$ cat src/sv/dnv_pkg.sv
`default_nettype none
package dnv_pkg;

	localparam int unsigned CharW  = 8;
	localparam int unsigned LabelW = 8;
	localparam int unsigned DotW   = 8;
	localparam int unsigned LenW   = 10;
	localparam int unsigned CfgIdxW  = 2;
	localparam int unsigned CfgDataW = 10;

	localparam logic [CfgIdxW-1:0] CFG_MAX_LABEL = 2'd0;
	localparam logic [CfgIdxW-1:0] CFG_MAX_DOT   = 2'd1;
	localparam logic [CfgIdxW-1:0] CFG_MAX_NAME  = 2'd2;

	localparam logic [LabelW-1:0] MAX_LABEL_RST = 8'd63;
	localparam logic [DotW-1:0]   MAX_DOT_RST   = 8'd127;
	localparam logic [LenW-1:0]   MAX_NAME_RST  = 10'd255;
	localparam logic [LenW-1:0]   LEN_SAT       = 10'd1023;

	localparam logic [CharW-1:0] CH_DOT    = 8'h2E;
	localparam logic [CharW-1:0] CH_HYPHEN = 8'h2D;
	localparam logic [CharW-1:0] CH_NUL    = 8'h00;

	typedef struct packed {
		logic [LabelW-1:0] max_label;
		logic [DotW-1:0]   max_dot;
		logic [LenW-1:0]   max_name;
	} cfg_t;

	// per-name check state; prev == NUL means start of name
	typedef struct packed {
		logic [CharW-1:0]  prev;
		logic [LabelW-1:0] label;
		logic [DotW-1:0]   dots;
		logic              failed;
	} chk_t;

	localparam chk_t CHK_RST = '{prev: CH_NUL, label: '0, dots: '0, failed: 1'b0};

	function automatic logic is_alnum(input logic [CharW-1:0] ch);
		return ch inside {[8'h30:8'h39], [8'h41:8'h5A], [8'h61:8'h7A]};
	endfunction

	// check one character, knowing whether a dot or the end follows it
	function automatic chk_t check_char(input chk_t s, input logic [CharW-1:0] ch,
			input logic next_dot, input logic at_end, input cfg_t cfg);
		chk_t r;
		logic an;
		logic stop;
		r = s;
		an = is_alnum(ch);
		stop = 1'b0;
		if (!s.failed) begin
			if (ch == CH_DOT) begin
				if (s.dots >= cfg.max_dot) begin
					r.failed = 1'b1;
					stop = 1'b1;
				end else begin
					r.dots = s.dots + 8'd1;
				end
			end else begin
				if (s.label >= cfg.max_label) begin
					r.failed = 1'b1;
					stop = 1'b1;
				end else begin
					r.label = s.label + 8'd1;
				end
			end
			if (!stop && (s.prev == CH_DOT || s.prev == CH_NUL) && !an) begin
				r.failed = 1'b1;
				stop = 1'b1;
			end
			if (!stop) begin
				if (at_end || next_dot) begin
					r.label = '0;
					if (ch == CH_DOT && at_end && r.dots > 8'd1) begin
						r.prev = ch;
					end else if (!an) begin
						r.failed = 1'b1;
					end else if (at_end && r.dots == cfg.max_dot) begin
						r.failed = 1'b1;
					end else begin
						r.prev = ch;
					end
				end else if (!an && ch != CH_DOT && ch != CH_HYPHEN) begin
					r.failed = 1'b1;
				end else begin
					r.prev = ch;
				end
			end
		end
		return r;
	endfunction

endpackage
`default_nettype wire

$ cat src/sv/dnv_in_if.sv
`default_nettype none
interface dnv_in_if
	import dnv_pkg::*;
();
	logic             valid;
	logic             ready;
	logic [CharW-1:0] character;
	logic             final_char;

	modport source(output valid, output character, output final_char, input ready);
	modport sink(input valid, input character, input final_char, output ready);
endinterface
`default_nettype wire

$ cat src/sv/dnv_out_if.sv
`default_nettype none
interface dnv_out_if
	import dnv_pkg::*;
();
	logic            valid;
	logic            ready;
	logic            name_valid;
	logic [LenW-1:0] name_length;

	modport source(output valid, output name_valid, output name_length, input ready);
	modport sink(input valid, input name_valid, input name_length, output ready);
endinterface
`default_nettype wire

$ cat src/sv/dnv_core.sv
`default_nettype none
module dnv_core
	import dnv_pkg::*;
(
	input  wire logic             clk,
	input  wire logic             arst_n,
	input  wire logic             step,
	input  wire logic [CharW-1:0] ch,
	input  wire logic             last,
	input  wire cfg_t             cfg,
	output logic                  name_valid,
	output logic [LenW-1:0]       name_length
);

	chk_t             st_q;
	logic [CharW-1:0] pend_q;
	logic             have_pend_q;
	logic [LenW-1:0]  seen_q;

	chk_t            s0;
	chk_t            s1;
	chk_t            s2;
	logic [LenW-1:0] seen_nx;

	always_comb begin
		s0 = st_q;
		s0.failed = st_q.failed | (seen_q >= cfg.max_name);
		seen_nx = (seen_q != LEN_SAT) ? seen_q + 10'd1 : seen_q;
		s1 = have_pend_q ? check_char(s0, pend_q, ch == CH_DOT, 1'b0, cfg) : s0;
		s2 = check_char(s1, ch, 1'b0, 1'b1, cfg);
	end

	assign name_valid  = ~s2.failed;
	assign name_length = seen_nx;

	always_ff @(posedge clk or negedge arst_n) begin
		if (!arst_n) begin
			st_q        <= CHK_RST;
			pend_q      <= CH_NUL;
			have_pend_q <= 1'b0;
			seen_q      <= '0;
		end else if (step) begin
			if (last) begin
				st_q        <= CHK_RST;
				pend_q      <= CH_NUL;
				have_pend_q <= 1'b0;
				seen_q      <= '0;
			end else begin
				st_q        <= s1;
				pend_q      <= ch;
				have_pend_q <= 1'b1;
				seen_q      <= seen_nx;
			end
		end
	end

endmodule
`default_nettype wire

$ cat src/sv/dns_name_validator.sv
// Streaming host name checker. Characters arrive one item per cycle on chars,
// final_char set on the last one; exactly one result (name_valid, name_length)
// leaves on results per name. Each item passes an input register, then the
// per-character checks and a result register: a result is loaded as its
// final character leaves the input register; one item per cycle is sustained
// unless input is held back, which happens only while a finished result waits
// on results and the next final character sits in the input register. The
// limit registers take effect from the next character checked.
`default_nettype none
module dns_name_validator
	import dnv_pkg::*;
(
	input  wire logic                clk,
	input  wire logic                arst_n,
	dnv_in_if.sink                   chars,
	dnv_out_if.source                results,
	input  wire logic                cfg_we,
	input  wire logic [CfgIdxW-1:0]  cfg_index,
	input  wire logic [CfgDataW-1:0] cfg_data
);

	cfg_t cfg_q;

	logic             valid_s1;
	logic [CharW-1:0] char_s1;
	logic             final_s1;

	logic            out_valid_q;
	logic            out_name_valid_q;
	logic [LenW-1:0] out_len_q;

	logic            advance;
	logic            res_valid;
	logic [LenW-1:0] res_len;

	always_ff @(posedge clk or negedge arst_n) begin
		if (!arst_n) begin
			cfg_q.max_label <= MAX_LABEL_RST;
			cfg_q.max_dot   <= MAX_DOT_RST;
			cfg_q.max_name  <= MAX_NAME_RST;
		end else if (cfg_we) begin
			case (cfg_index)
				CFG_MAX_LABEL: cfg_q.max_label <= cfg_data[LabelW-1:0];
				CFG_MAX_DOT:   cfg_q.max_dot   <= cfg_data[DotW-1:0];
				CFG_MAX_NAME:  cfg_q.max_name  <= cfg_data[LenW-1:0];
				default: ;
			endcase
		end
	end

	assign advance      = valid_s1 & (~final_s1 | ~out_valid_q | results.ready);
	assign chars.ready  = ~valid_s1 | advance;

	always_ff @(posedge clk or negedge arst_n) begin
		if (!arst_n) begin
			valid_s1 <= 1'b0;
		end else if (chars.ready) begin
			valid_s1 <= chars.valid;
		end
	end

	always_ff @(posedge clk) begin
		if (chars.ready && chars.valid) begin
			char_s1  <= chars.character;
			final_s1 <= chars.final_char;
		end
	end

	dnv_core u_core (
		.clk         (clk),
		.arst_n      (arst_n),
		.step        (advance),
		.ch          (char_s1),
		.last        (final_s1),
		.cfg         (cfg_q),
		.name_valid  (res_valid),
		.name_length (res_len)
	);

	always_ff @(posedge clk or negedge arst_n) begin
		if (!arst_n) begin
			out_valid_q <= 1'b0;
		end else if (advance && final_s1) begin
			out_valid_q <= 1'b1;
		end else if (results.ready) begin
			out_valid_q <= 1'b0;
		end
	end

	always_ff @(posedge clk) begin
		if (advance && final_s1) begin
			out_name_valid_q <= res_valid;
			out_len_q        <= res_len;
		end
	end

	assign results.valid       = out_valid_q;
	assign results.name_valid  = out_name_valid_q;
	assign results.name_length = out_len_q;

endmodule
`default_nettype wire

$ cat src/flat_wrapper.sv
// flat-port wrapper written by rule: the top's interface ports become plain ports
module dns_name_validator_flat import dnv_pkg::*;
  (clk, arst_n, cfg_we, cfg_index, cfg_data, chars_valid, chars_character, chars_final_char, chars_ready, results_valid, results_name_valid, results_name_length, results_ready);
  dnv_in_if chars_i ();
  dnv_out_if results_i ();
  input  wire logic clk;
  input  wire logic arst_n;
  input  wire logic cfg_we;
  input  wire logic [CfgIdxW-1:0] cfg_index;
  input  wire logic [CfgDataW-1:0] cfg_data;
  input wire logic [$bits(chars_i.valid)-1:0] chars_valid;
  input wire logic [$bits(chars_i.character)-1:0] chars_character;
  input wire logic [$bits(chars_i.final_char)-1:0] chars_final_char;
  output wire logic [$bits(chars_i.ready)-1:0] chars_ready;
  output wire logic [$bits(results_i.valid)-1:0] results_valid;
  output wire logic [$bits(results_i.name_valid)-1:0] results_name_valid;
  output wire logic [$bits(results_i.name_length)-1:0] results_name_length;
  input wire logic [$bits(results_i.ready)-1:0] results_ready;
  assign chars_i.valid = chars_valid;
  assign chars_i.character = chars_character;
  assign chars_i.final_char = chars_final_char;
  assign chars_ready = chars_i.ready;
  assign results_valid = results_i.valid;
  assign results_name_valid = results_i.name_valid;
  assign results_name_length = results_i.name_length;
  assign results_i.ready = results_ready;
  dns_name_validator u_core (.clk(clk), .arst_n(arst_n), .chars(chars_i), .results(results_i), .cfg_we(cfg_we), .cfg_index(cfg_index), .cfg_data(cfg_data));
endmodule
$ cat config.mk
export PLATFORM = sky130hd
export DESIGN_NAME = dns_name_validator_flat
export DESIGN_NICKNAME = d
export VERILOG_FILES = /design/src/sv/dnv_pkg.sv /design/src/sv/dnv_in_if.sv /design/src/sv/dnv_out_if.sv /design/src/sv/dnv_core.sv /design/src/sv/dns_name_validator.sv /design/src/flat_wrapper.sv
export SDC_FILE = /design/constraint.sdc
export NUM_CORES = 1
export LEC_CHECK = 0
export BUFFER_PORTS_ARGS = -buffer_cell sky130_fd_sc_hd__buf_2
export CORE_MARGIN = 3
export CORE_UTILIZATION = 56
export CTS_CLUSTER_SIZE = 14
export DETAILED_ROUTE_END_ITERATION = 6
export GPL_ROUTABILITY_DRIVEN = 0
export PLACE_DENSITY = 0.77
export SYNTH_ARGS = -nofsm -noshare
export SYNTH_HDL_FRONTEND = slang
export SYNTH_HIERARCHICAL = 1
export SYNTH_SLANG_ARGS = --single-unit
$ cat constraint.sdc
create_clock -name clk -period 5.8 [get_ports clk]
set_input_delay 1.16 -clock clk [delete_from_list [all_inputs] [get_ports clk]]
set_output_delay 1.16 -clock clk [all_outputs]
set_load 0.02 [all_outputs]
; Word level (Yosys, flattened, before mapping)
; Index checks and enable logic that the tools add are counted.
[word_totals]
regBits = 92
in_bits = 26
output_inout_bits = 13
word_cells = 131
[classes]
n_addsub = 4
magnitude_cmp = 18
n_eq_ne = 10
mux = 44
bitwise = 9
reduce_logical = 30
[ops]
columns = op, n
row1 = two-way mux 8 bit, 12
row2 = two-way mux 25 bit, 3
row3 = equality test 8 x 6 -> 1 bit (second input constant), 4
row4 = greater-or-equal comparator 8 x 7 -> 1 bit (second input constant), 4
row5 = greater-or-equal comparator 8 bit, 4
row6 = <= comparator 8 x 7 -> 1 bit (second input constant), 4
row7 = two-way mux 1 bit, 26
row8 = adder 8 x 1 -> 8 bit (second input constant), 3
row9 = two-way mux 10 bit, 2
row10 = greater-or-equal comparator 8 x 6 -> 1 bit (second input constant), 2
row11 = <= comparator 8 x 6 -> 1 bit (second input constant), 2
row12 = zero test 8 bit, 2
row13 = two-way mux 16 bit, 1
row14 = inequality test 8 x 6 -> 1 bit (second input constant), 2
row15 = logical AND 1 bit, 15
row16 = adder 10 x 1 -> 10 bit (second input constant), 1
row17 = greater-or-equal comparator 10 bit, 1
row18 = inequality test 10 bit (second input constant), 1
row19 = equality test 8 bit, 1
row20 = greater-than comparator 8 x 1 -> 1 bit (second input constant), 1
row21 = AND reduction 2 bit, 3
row22 = nonzero test 3 bit, 2
row23 = zero test 1 bit, 4
row24 = NOT 1 bit, 4
row25 = 7 further kinds, 11

; Depth between registers and ports, before layout
; Gate-level depths: netlist of run 1.
[depth]
depth_word = 27
ltp_mapped = 22
ltp_nobuf = 19

; Modules after synthesis
; The synthesis of run 1 kept the hierarchy.
[by_module_without_submodules]
columns = module, n_inst, cells_each, area_each_um2, seq_area_each_um2
row1 = dnv_core, 1, 532, 4544.4, 1101.1
row2 = dns_name_validator, 1, 86, 1714.1, 1327.5

; Worst setup path after synthesis of run 1
; No wires, ideal clock.
[synth_path]
path_type = register to register
from = reg u_core.u_core.st_q (netlist bit u_core/u_core/s0[1])
to = reg u_core.out_name_valid_q (netlist: u_core/results.name_valid) (data pin)
setup_time_ns = 0.267
arrival_time_ns = 5.104
required_time_ns = 5.533
setup_slack_ns = 0.429
stages_incl_launch_ff = 21
n_path_buf = 3
period_less_slack_ns = 5.371
cell_sequence = dfrtp_1 clkbuf_1 inv_1 ha_1 nand2b_1 a2111oi_2 buf_2 o2111ai_1 nor4_2 nand3_1 xnor2_1 ha_1 a211oi_1 o211ai_1 or2_2 buf_1 a21oi_2 nor4b_4 xnor3_1 nor4_2 o22ai_1
[synth_via]
elab_chain_cells = 26
elab_cells_between_ends = 48
cone_classes = add/sub: 2 / order compare: 4 / eq/ne: 2 / mux: 30 / bitwise: 1 / reduce/logical: 9
[synth_lines]
columns = item, line_no
row1 = "start, declared", dnv_core.sv:15  ; chk_t st_q;
row2 = "start signal, assigned", dnv_core.sv:38  ; st_q <= CHK_RST;
row3 = "start signal, assigned", dnv_core.sv:44  ; st_q <= CHK_RST;
row4 = "start signal, assigned", dnv_core.sv:49  ; st_q <= s1;
row5 = greater-or-equal comparator 8 bit, dnv_pkg.sv:55  ; if (s.dots >= cfg.max_dot) begin
row6 = two-way mux 1 bit, dnv_pkg.sv:55
row7 = two-way mux 1 bit, dnv_pkg.sv:54  ; if (ch == CH_DOT) begin
row8 = two-way mux 1 bit, dnv_pkg.sv:53  ; if (!s.failed) begin
row9 = zero test 1 bit, dnv_pkg.sv:69  ; if (!stop && (s.prev == CH_DOT || s.prev == CH_NUL) && !an) begin
row10 = logical AND 1 bit (2 in a row), dnv_pkg.sv:69
row11 = two-way mux 1 bit, dnv_pkg.sv:69
row12 = two-way mux 1 bit, dnv_pkg.sv:53
row13 = [... 10 more ...], -
row14 = two-way mux 1 bit, dnv_pkg.sv:69
row15 = two-way mux 1 bit, dnv_pkg.sv:80  ; end else if (at_end && r.dots == cfg.max_dot) begin
row16 = two-way mux 1 bit, dnv_pkg.sv:78  ; end else if (!an) begin
row17 = two-way mux 1 bit, dnv_pkg.sv:76  ; if (ch == CH_DOT && at_end && r.dots > 8'd1) begin
row18 = two-way mux 1 bit, dnv_pkg.sv:73  ; if (!stop) begin
row19 = two-way mux 1 bit *, dnv_pkg.sv:53
row20 = NOT 1 bit *, dnv_core.sv:33  ; assign name_valid = ~s2.failed;
row21 = named net u_core.res_valid, dns_name_validator.sv:33  ; logic res_valid;
row22 = "end signal, assigned", dns_name_validator.sv:92  ; out_name_valid_q <= res_valid;
row23 = "end, declared", dns_name_validator.sv:29  ; logic out_name_valid_q;
; The timed path passes the listed nets; every way through them passes the cells marked *. The select of a mux whose other input is x is not followed.
; A chain may end at the register's enable or synchronous reset.

; Final worst setup path of run 1
[layout_path]
from = reg u_core/cfg_q[16] (netlist bit)
to = reg u_core.out_name_valid_q (netlist: u_core/results.name_valid) (data pin)
[layout_via]
elab_chain_cells = 26
elab_cells_between_ends = 47
cone_classes = add/sub: 1 / order compare: 4 / eq/ne: 2 / mux: 30 / bitwise: 1 / reduce/logical: 9
[layout_lines]
columns = item, line_no
row1 = "start, declared", dns_name_validator.sv:22  ; cfg_t cfg_q;
row2 = greater-or-equal comparator 8 bit, dnv_pkg.sv:55
row3 = two-way mux 1 bit, dnv_pkg.sv:55
row4 = two-way mux 1 bit, dnv_pkg.sv:54
row5 = two-way mux 1 bit, dnv_pkg.sv:53
row6 = zero test 1 bit, dnv_pkg.sv:69
row7 = logical AND 1 bit (2 in a row), dnv_pkg.sv:69
row8 = two-way mux 1 bit, dnv_pkg.sv:69
row9 = two-way mux 1 bit, dnv_pkg.sv:53
row10 = [... 10 more ...], -
row11 = two-way mux 1 bit, dnv_pkg.sv:69
row12 = two-way mux 1 bit, dnv_pkg.sv:80
row13 = two-way mux 1 bit, dnv_pkg.sv:78
row14 = two-way mux 1 bit, dnv_pkg.sv:76
row15 = two-way mux 1 bit, dnv_pkg.sv:73
row16 = two-way mux 1 bit *, dnv_pkg.sv:53
row17 = NOT 1 bit *, dnv_core.sv:33
row18 = named net u_core.res_valid, dns_name_validator.sv:33
; Marks and branches as above.

==> flow_metrics.py, run 1 <==
metrics = {
    "sta": {
        "setup_viol": 0,
        "fin_crit_sh_pct": 93.1,
        "drv_slew": 0,
        "relSlewSlack_pct": 35.6,
        "fin_crit_ps": 5400,
        "fmax_mhz": 185,
        "rsz0062_at_grt": "false",
        "finalSetupTns_ps": 0,
        "worst_hold_slack_ps": 518,
        "worst_pin_slew_ps": 963,
        "hold_viol": 0,
        "fin_worst_skew_ps": 10.9,
    },
    "final_layout": {
        "stdcell_count": 793,
        "layout_commonest_cell": "dfrtp_1",
        "fin_util_pct": 64.1,
        "design_area_mm2": 0.00679,
        "nets": 724,
        "diodes": 0,
        "layout-drive-gt1-share_pct": 21.3,
        "syn_to_final_growth_pct": 8.56,
        "layout_common_cells": "dfrtp_1 (51), inv_1 (49), ha_1 (46)",
        "fillerInstances": 822,
    },
    "drt": {
        "drtAntennaViolNets": 0,
        "wl_met1_um": 6610,
        "wirelength_um": 15600,
        "vias": 5090,
        "top_layer": "met4",
        "avgViaCountPerCell": 6.42,
        "wl_met3_um": 1100,
        "drt-initial-drc-count": 531,
        "met2_length_um": 7430,
        "avgRoutedWirePerCell_um": 19.7,
        "drc": 0,
        "drt_pre_antenna_iters": 6,
    },
    "flow_run": {
        "maxCapViolCount": 0,
    },
    "critical_path": {
        "crit_path_end_kind": "register",
        "reg2reg_setup_slack_ps": 400,
        "r2r_cells": 17,
        "required_ps": 5920,
        "cp_max_fo": 9,
        "startpoint_type": "register",
        "crit_arrival_ps": 5520,
        "timing_worst_setup_path_type": "register to register",
    },
    "floorplanning": {
        "io_pins": 39,
        "die_h_um": 112,
        "coreArea_mm2": 0.0106,
        "rows": 37,
        "chipWidth_um": 112,
        "dieArea_mm2": 0.0125,
        "start_util_pct": 59.0,
    },
    "synthesis": {
        "synth.cell_area_mm2": 0.00626,
        "synth_area_per_cell_um2": 10.1,
        "synth_top_cell_area_share_pct": 20.4,
        "synth_area_leader_cell": "dfrtp_1",
        "synth.area.top_cells": "dfrtp_1 (20%), edfxtp_1 (9.6%), ha_1 (9.2%)",
        "synth_async_sr_flop_share_pct": 78.3,
        "ys_seq_area_share_pct": 38.8,
        "yosys_register_bits": 92,
        "syn_nets": 690,
        "synth-edff-count": 20,
        "yosysWarningCount": 6,
        "syn_inst": 618,
        "synth_cell_types": 74,
        "synth_ff_type": "dfrtp_1",
    },
    "power_and_ir_drop": {
        "peakVddDrop_mv": 0.182,
        "p_leak_uw": 0.00300,
        "p_sw_share_pct": 35.1,
        "combPwrFrac_pct": 28.7,
        "p_int_uw": 1130,
        "pwr-share-clk_pct": 23.5,
        "power.density_mw_per_mm2": 257,
        "p_sw_uw": 614,
        "seqPwrFrac_pct": 47.8,
    },
    "clock_network": {
        "path_clk_slew_ps": 100,
        "clockBufferDepth": 2,
        "clock_latency_ps": 370,
        "htreeDepth": 3,
        "cts_tree": "yes",
        "cts_num_sinks": 92,
        "cts_root_buf": "clkbuf_8",
        "cts_made_buffers": 9,
        "postCtsSetupBuffers": 0,
    },
    "placement": {
        "dp_hpwl_um": 11400,
        "post_dp_cell_area_mm2": 0.00658,
        "port_buffers": 38,
        "place_inst": 777,
    },
    "global_route": {
        "grt_overflow": 0,
        "grt_usage_pct": 25.6,
        "antenna_found_initial": 0,
        "grt_pass1_vias": 5161,
        "grt_max_degree": 73,
        "grt_pass1_wl_um": 26000,
    },
    "run_status": {
        "status": "finished clean",
    },
    "min_path": {
        "hold_class": "register to register",
        "min_path_cells": 1,
    },
}
## cells in the mapped netlist, types with 6 or more instances
master and count:
dfrtp_1 51, inv_1 49, ha_1 46, nor2_1 42, nand2_1 31, mux2_2 28
o21ai_0 26, xnor2_1 23, dfstp_2 21, edfxtp_1 20, a21oi_1 19, clkbuf_1 18
a22o_1 16, nand3_1 15, nor4_1 13, nor3_1 11, nand2b_1 10, nand3b_1 10
a21o_1 9, o2bb2ai_1 9, and2_1 8, nand4_1 8, a211oi_1 7, and3_1 7
xor2_1 7, mux2i_1 6, o211ai_1 6, o22ai_1 6
## final cells by class
class / instances / area [um2] / share of cell area [%]
multi-input cells: 449 / 3550 / 52.2
flip-flops and latches: 92 / 2430 / 35.7
repair buffers: 50 / 280 / 4.13
inverters: 50 / 188 / 2.76
well taps: 136 / 170 / 2.50
clock buffers: 9 / 124 / 1.82
clock inverters: 7 / 57.6 / 0.847
## state kept, by name, indices dropped and copies added (netlist names)
signal / flops
u_core/results.valid: 1
u_core/u_core/pend_q: 8
u_core/u_core/have_pend_q: 1
u_core/results.name_valid: 1
u_core/u_core/seen_q: 10
u_core/valid_s1: 1
u_core/cfg_q: 26
u_core/results.name_length: 10
u_core/final_s1: 1
u_core/u_core/st_q: 1
u_core/char_s1: 8
u_core/u_core/s0: 24
## metal layers
metal | up-vias | global-route usage (%)
met1 | 2408 | 34.1
met4 | 0 | 10.1
met3 | 55 | 5.33
met2 | 255 | 41.2
met5 | - | 0
li1 | 2372 | -
## power groups by stage
| stage | logic, uW | clock network, uW | registers (uW) |
|---|---|---|---|
| final | 502 | 410 | 836 |
| after global routing | 557 | 450 | 849 |
| after CTS | 492 | 425 | 834 |
| after detailed placement | 487 | 0 | 846 |
| after global placement | 469 | 0 | 840 |
| after floorplan | 372 | 0 | 819 |
## cell families (layout without fill, tap and decap cells)
logic type	count (synthesis)	after routing	synth area share [%]
AO/OA/AOI/OAI	146	146	17.8
multiplexers	34	34	6.00
adder cells (fa/ha/maj)	46	46	9.20
buffers and inverters	77	116	5.08
XOR/XNOR	35	35	6.00
AND/OR/NAND/NOR	188	188	17.2
flip-flops	92	92	38.8
## through the flow
step / setup WS, ps / total power, uW
after floorplan: 429 / 1190
after global placement: 594 / 1310
after detailed placement: 388 / 1330
after CTS: 356 / 1750
after global routing: 68.2 / 1860
final: 398 / 1750
## what timing repair did
| action | CTS | global route |
|---|---|---|
| resized for setup | 0 | 5 |
| hold buffers | 0 | 0 |
| endpoints found under the setup margin | 0 | 1 |
## worst max-delay path: stages (launching register included)
cell and delay, ps:
dfstp_2 590, inv_1 90, ha_1 340, a21o_1 250, a211oi_4 510, o211ai_2 250
nor4_4 400, xnor2_1 280, inv_1 80, ha_1 300, o21ai_0 310, o211ai_1 170
or2_2 370, a21oi_2 240, nor4b_4 300, xnor3_1 270, nor4_2 270, o22ai_1 120
## worst paths after layout
| path | to | start |
|---|---|---|
| min reg2reg | u_core/cfg_q[8]$_DFFE_PN0P_ | u_core/cfg_q[8]$_DFFE_PN0P_ |
| min | u_core/cfg_q[8]$_DFFE_PN0P_ | u_core/cfg_q[8]$_DFFE_PN0P_ |
| min in group asynchronous | u_core/u_core/s0[3]$_DFFE_PN0P_ | arst_n |
| max in group asynchronous | u_core/u_core/s0[10]$_DFFE_PN0P_ | arst_n |
| max | u_core/results.name_valid$_DFFE_PP_ | u_core/cfg_q[16]$_DFFE_PN1P_ |
| max reg2reg | u_core/results.name_valid$_DFFE_PP_ | u_core/cfg_q[16]$_DFFE_PN1P_ |
Note: power is estimated with default switching activity, not from simulation.
==> run 2: changes to the inputs <==
Settings changed: CORE_MARGIN 3 to not set, CORE_UTILIZATION 56 to 31, PLACE_DENSITY 0.77 to not set, SLEW_MARGIN set to 20.
==> run 2 against run 1 <==
  * Total power rose by 8.4%
  * Sequential share of layout area fell by 1.4 points
  * Largest cell class unchanged
  * Critical endpoint unchanged
  * Routed wire length rose by 0.56%
  * Clock skew fell by 3.7 ps
  * Clock-buffer cell count did not move
==> flow_metrics.py, run 2 (synthesized netlist as in run 1, its figures left out) <==
metrics = {
    "sta": {
        "fin_crit_sh_pct": 92.2,
        "drv_slew": 0,
        "worst_pin_slew_ps": 1100,
        "worst_hold_slack_ps": 501,
        "finalSetupTns_ps": 0,
        "fin_crit_ps": 5350,
        "hold_viol": 0,
        "rsz0062_at_grt": "false",
        "fmax_mhz": 187,
        "fin_worst_skew_ps": 7.18,
        "relSlewSlack_pct": 26.2,
        "setup_viol": 0,
    },
    "critical_path": {
        "required_ps": 5900,
        "cp_max_fo": 10,
        "crit_path_end_kind": "register",
        "startpoint_type": "register",
        "timing_worst_setup_path_type": "register to register",
        "r2r_cells": 18,
        "crit_arrival_ps": 5450,
    },
    "global_route": {
        "grt_pass1_wl_um": 25400,
        "grt_overflow": 0,
        "grt_pass1_vias": 4752,
        "grt_usage_pct": 16.2,
        "grt_max_degree": 73,
        "antenna_found_initial": 0,
    },
    "final_layout": {
        "layout_common_cells": "dfrtp_1 (51), inv_1 (49), ha_1 (46)",
        "nets": 726,
        "stdcell_count": 924,
        "regMostFlops": "u_core/cfg_q",
        "largest_reg_flops": 26,
        "diodes": 0,
        "syn_to_final_growth_pct": 12.9,
        "layout_commonest_cell": "dfrtp_1",
        "layout-drive-gt1-share_pct": 21.4,
        "fin_util_pct": 35.9,
    },
    "drt": {
        "vias": 4878,
        "drc": 0,
        "wirelength_um": 15700,
        "drt_pre_antenna_iters": 5,
        "drt-initial-drc-count": 293,
        "avgViaCountPerCell": 5.28,
        "avgRoutedWirePerCell_um": 17.0,
        "drtAntennaViolNets": 0,
    },
    "floorplanning": {
        "coreArea_mm2": 0.0197,
        "dieArea_mm2": 0.0208,
        "start_util_pct": 31.8,
        "io_pins": 39,
        "die_h_um": 144,
        "chipWidth_um": 144,
        "rows": 51,
    },
    "clock_network": {
        "clock_latency_ps": 360,
        "htreeDepth": 3,
        "cts_num_sinks": 92,
        "clockBufferDepth": 2,
        "cts_made_buffers": 9,
        "path_clk_slew_ps": 70,
        "cts_root_buf": "clkbuf_16",
        "cts_tree": "yes",
    },
    "power_and_ir_drop": {
        "total_power_uw": 1900,
        "peakVddDrop_mv": 0.251,
        "power.density_mw_per_mm2": 268,
        "p_leak_uw": 0.00306,
    },
    "min_path": {
        "min_path_cells": 1,
        "hold_class": "register to register",
    },
    "placement": {
        "dp_hpwl_um": 11700,
        "place_inst": 908,
        "port_buffers": 38,
    },
    "run_status": {
        "status": "finished clean",
    },
    "flow_run": {
        "maxCapViolCount": 0,
    },
}
-- run 2: cell types whose count changed in the layout (fill, tap and decap cells not counted), sizes merged --
cell      before  now
clkinvlp       3    2
inv           53   50
clkinv         1    5
buf           50   52
-- run 2: worst paths after layout --
path	from	endpoint	slack, ps
worst max-delay path	u_core/cfg_q[10]$_DFFE_PN1P_	u_core/results.name_valid$_DFFE_PP_	450
worst min-delay path	u_core/u_core/st_q[0]$_DFFE_PN0P_	u_core/u_core/st_q[0]$_DFFE_PN0P_	500
worst max register to register	u_core/cfg_q[10]$_DFFE_PN1P_	u_core/results.name_valid$_DFFE_PP_	450
worst min register to register	u_core/u_core/st_q[0]$_DFFE_PN0P_	u_core/u_core/st_q[0]$_DFFE_PN0P_	500
max in group asynchronous	arst_n	u_core/u_core/s0[10]$_DFFE_PN0P_	4270
min in group asynchronous	arst_n	u_core/u_core/seen_q[8]$_DFFE_PN0P_	950
-- run 2: timing repair --
item,4_1_cts,5_1_grt
hold buffers,0,0
hold endpoints to repair,0,0
gates resized for setup,0,3
setup buffers,0,0
endpoints found under the setup margin,0,1
-- run 2: routing by layer --
| layer | track usage (%) | vias to the layer above | share of wire [%] |
|---|---|---|---|
| li1 | - | 2374 | - |
| met1 | 20.6 | 2316 | 45 |
| met2 | 26.0 | 156 | 46 |
| met3 | 4.30 | 32 | 6.3 |
| met4 | 6.27 | 0 | 2.7 |
| met5 | 0 | - | 0 |
-- run 2: worst max-delay path, stage by stage (launching register included) --
cell and delay [ps]:
dfstp_2 610, ha_1 250, nand2b_1 150, a2111oi_2 500, buf_4 270, o211ai_2 150, nor4_2 470, xnor2_1 310
inv_1 90, ha_1 210, a211oi_1 310, o2111a_1 270, o21ai_0 220, a311oi_1 330, a211oi_1 140, nor4b_1 300
nand2b_1 150, nor4b_1 230, o22ai_1 120
-- run 2: area by class of cell --
class	count	area, um2
clock inverter	7	62.6
clock buffer	9	225
fill	2041	12600
tap	265	332
timing repair buffer	52	298
inverter	50	188
sequential	92	2430
multi-input combinational	449	3530
-- run 2: where the power goes --
group          total (uW)  leakage [uW]  switching, uW  internal [uW]
combinational         501       0.00183            285            216
sequential            826       0.00109           70.4            755
clock                 569      0.000135            272            296
-- run 2: through the flow --
stage                     setup slack (ps)  area, um2
final                                  450       7070
after global routing                  53.0       7070
after CTS                              337       7050
after detailed placement               369       6760
after global placement                 440       6760
after floorplan                        429       6260
==> run 3: changes to the inputs <==
Settings changed: ABC_AREA set to 1.
==> run 3 against run 2 <==
  * Hold slack worse by 34 ps
  * Critical path depth increased by 9
  * Maximum frequency rose by 18%
  * Die area shrank 2.8%
  * Register-to-register slack better by 820 ps
  * Worst setup slack better by 820 ps
  * Cell count rose by 19%
  * Via count increased by 8.3%
  * Clock-buffer cell count stayed put
  * Combinational power down 27%
  * Largest cell class unchanged
  * Largest power group unchanged
  * Highest routed layer unchanged
==> flow_metrics.py, run 3 <==
metrics = {
    "critical_path": {
        "crit_path_top_delay_cell": "dfstp_2",
        "cp_common_cell": "nand2_1",
        "critical_path.max_stage_delay_ps": 530,
        "startpoint_type": "register",
        "crit_path_end_kind": "register",
        "crit_arrival_ps": 4620,
        "path_buf_inv": 4,
        "cp_max_fo": 16,
        "required_ps": 5890,
        "crit_family": "simple AND/OR/NAND/NOR gates",
        "timing_worst_setup_path_type": "register to register",
    },
    "synthesis": {
        "synth_area_per_cell_um2": 7.64,
        "ys_top_cells_by_count": "nand2_1 (225), inv_1 (122), nand3_1 (59)",
        "synth.area.top_cells": "dfrtp_1 (21%), nand2_1 (14%), edfxtp_1 (9.9%)",
        "yosys_register_bits": 92,
        "ys_seq_area_share_pct": 39.9,
        "synth.most_common_cell": "nand2_1",
        "synth-edff-count": 20,
        "yosysWarningCount": 6,
        "synth_async_sr_flop_share_pct": 78.3,
        "synth_ff_type": "dfrtp_1",
        "synth_cell_types": 42,
        "synth_area_leader_cell": "dfrtp_1",
        "syn_inst": 796,
        "synth.cell_area_mm2": 0.00608,
        "synth_top_cell_area_share_pct": 21.0,
        "syn_nets": 868,
    },
    "global_route": {
        "grt_usage_pct": 15.2,
        "grt_pass1_vias": 5037,
        "grt_max_degree": 43,
        "grt_pass1_wl_um": 24400,
        "antenna_found_initial": 0,
        "grt_overflow": 0,
    },
    "sta": {
        "relSlewSlack_pct": 38.6,
        "drv_slew": 0,
        "rsz0062_at_grt": "false",
        "finalSetupTns_ps": 0,
        "worst_pin_slew_ps": 916,
        "hold_viol": 0,
        "fin_crit_sh_pct": 78.2,
        "setup_viol": 0,
        "fin_worst_skew_ps": 10.8,
        "fin_crit_ps": 4530,
        "fmax_mhz": 221,
    },
    "floorplanning": {
        "dieArea_mm2": 0.0202,
        "io_pins": 39,
        "coreArea_mm2": 0.0190,
        "start_util_pct": 32.1,
        "chipWidth_um": 142,
        "rows": 50,
        "die_h_um": 142,
    },
    "clock_network": {
        "cts_num_sinks": 92,
        "cts_root_buf": "clkbuf_16",
        "path_clk_slew_ps": 70,
        "clock_latency_ps": 340,
        "postCtsSetupBuffers": 0,
        "cts_tree": "yes",
        "htreeDepth": 3,
        "cts_made_buffers": 9,
        "ctsHoldBuffers": 0,
        "post_cts_resized": 0,
        "clockBufferDepth": 2,
    },
    "final_layout": {
        "layout_commonest_cell": "nand2_1",
        "diodes": 0,
        "layout-drive-gt1-share_pct": 13.5,
        "nets": 904,
        "design_area_mm2": 0.00685,
        "fin_util_pct": 36.1,
        "largest_reg_flops": 26,
        "regMostFlops": "u_core/cfg_q",
        "syn_to_final_growth_pct": 12.6,
        "layout_common_cells": "nand2_1 (225), inv_1 (122), nand3_1 (59)",
        "stdcell_count": 1097,
    },
    "run_status": {
        "status": "finished clean",
    },
    "placement": {
        "place_inst": 1081,
        "post_dp_cell_area_mm2": 0.00655,
        "dp_hpwl_um": 11100,
        "port_buffers": 38,
    },
    "drt": {
        "drc": 0,
        "drtAntennaViolNets": 0,
        "avgViaCountPerCell": 4.81,
        "drt_pre_antenna_iters": 5,
        "avgRoutedWirePerCell_um": 13.2,
        "drt-initial-drc-count": 341,
        "vias": 5282,
        "wirelength_um": 14500,
    },
    "flow_run": {
        "maxCapViolCount": 0,
    },
    "power_and_ir_drop": {
        "power.density_mw_per_mm2": 255,
        "p_leak_uw": 0.00335,
        "peakVddDrop_mv": 0.171,
    },
    "min_path": {
        "hold_class": "register to register",
    },
}
## run 3: per-stage QoR
| stage | power [uW] | worst slack (ps) | hold WS, ps |
|---|---|---|---|
| after floorplan | 1040 | 2090 | 442 |
| after global placement | 1150 | 1470 | 454 |
| after detailed placement | 1160 | 1340 | 455 |
| after CTS | 1770 | 1300 | 467 |
| after global routing | 1850 | 764 | 474 |
| final | 1740 | 1270 | 467 |
## run 3: routing by layer
layer | track usage, % | vias up | share of wire [%]
met5 | 0 | - | 0
met4 | 4.53 | 0 | 1.7
met3 | 2.12 | 15 | 2.9
met2 | 25.6 | 88 | 47
met1 | 20.2 | 2485 | 48
li1 | - | 2694 | -
## run 3: worst paths after layout
path / start / to / slack (ps) / depth (start not counted)
hold reg to reg: u_core/cfg_q[2]$_DFFE_PN1P_ / u_core/cfg_q[2]$_DFFE_PN1P_ / 470 / 2
max in group asynchronous: arst_n / u_core/cfg_q[23]$_DFFE_PN1P_ / 3890 / 2
min in group asynchronous: arst_n / u_core/results.valid$_DFFE_PN0P_ / 870 / 1
setup reg to reg: u_core/cfg_q[5]$_DFFE_PN1P_ / u_core/results.name_valid$_DFFE_PP_ / 1270 / 27
setup / recovery: u_core/cfg_q[5]$_DFFE_PN1P_ / u_core/results.name_valid$_DFFE_PP_ / 1270 / 27
hold / removal: u_core/cfg_q[2]$_DFFE_PN1P_ / u_core/cfg_q[2]$_DFFE_PN1P_ / 470 / 2
## run 3: layout make-up
type | count | area [um2]
Fill cell | 1998 | 12100
Multi-Input combinational cell | 561 | 3110
Sequential cell | 92 | 2430
Inverter | 127 | 477
Tap cell | 260 | 325
Clock buffer | 9 | 225
Timing Repair Buffer | 41 | 213
Clock inverter | 7 | 75.1
## run 3: power breakdown
group	internal, uW	leakage, uW	switching (uW)
combinational	125	0.00211	242
sequential	737	0.00110	44.4
clock	337	0.000145	259
total	1200	0.00335	546
## run 3: tightest hold or removal path, delay by kind of cell (launching register included)
family           cells  cell delay [ps]
and+or+nand+nor      2              100
DFF                  1              370
## run 3: cells by family after synthesis
family / after synthesis / share of synthesized area [%]
XOR/XNOR: 9 / 1.30
flip-flops: 92 / 39.9
adder cells (fa/ha/maj): 46 / 9.46
AO/OA/AOI/OAI: 104 / 9.91
AND/OR/NAND/NOR: 402 / 30.1
buffers and inverters: 143 / 9.28
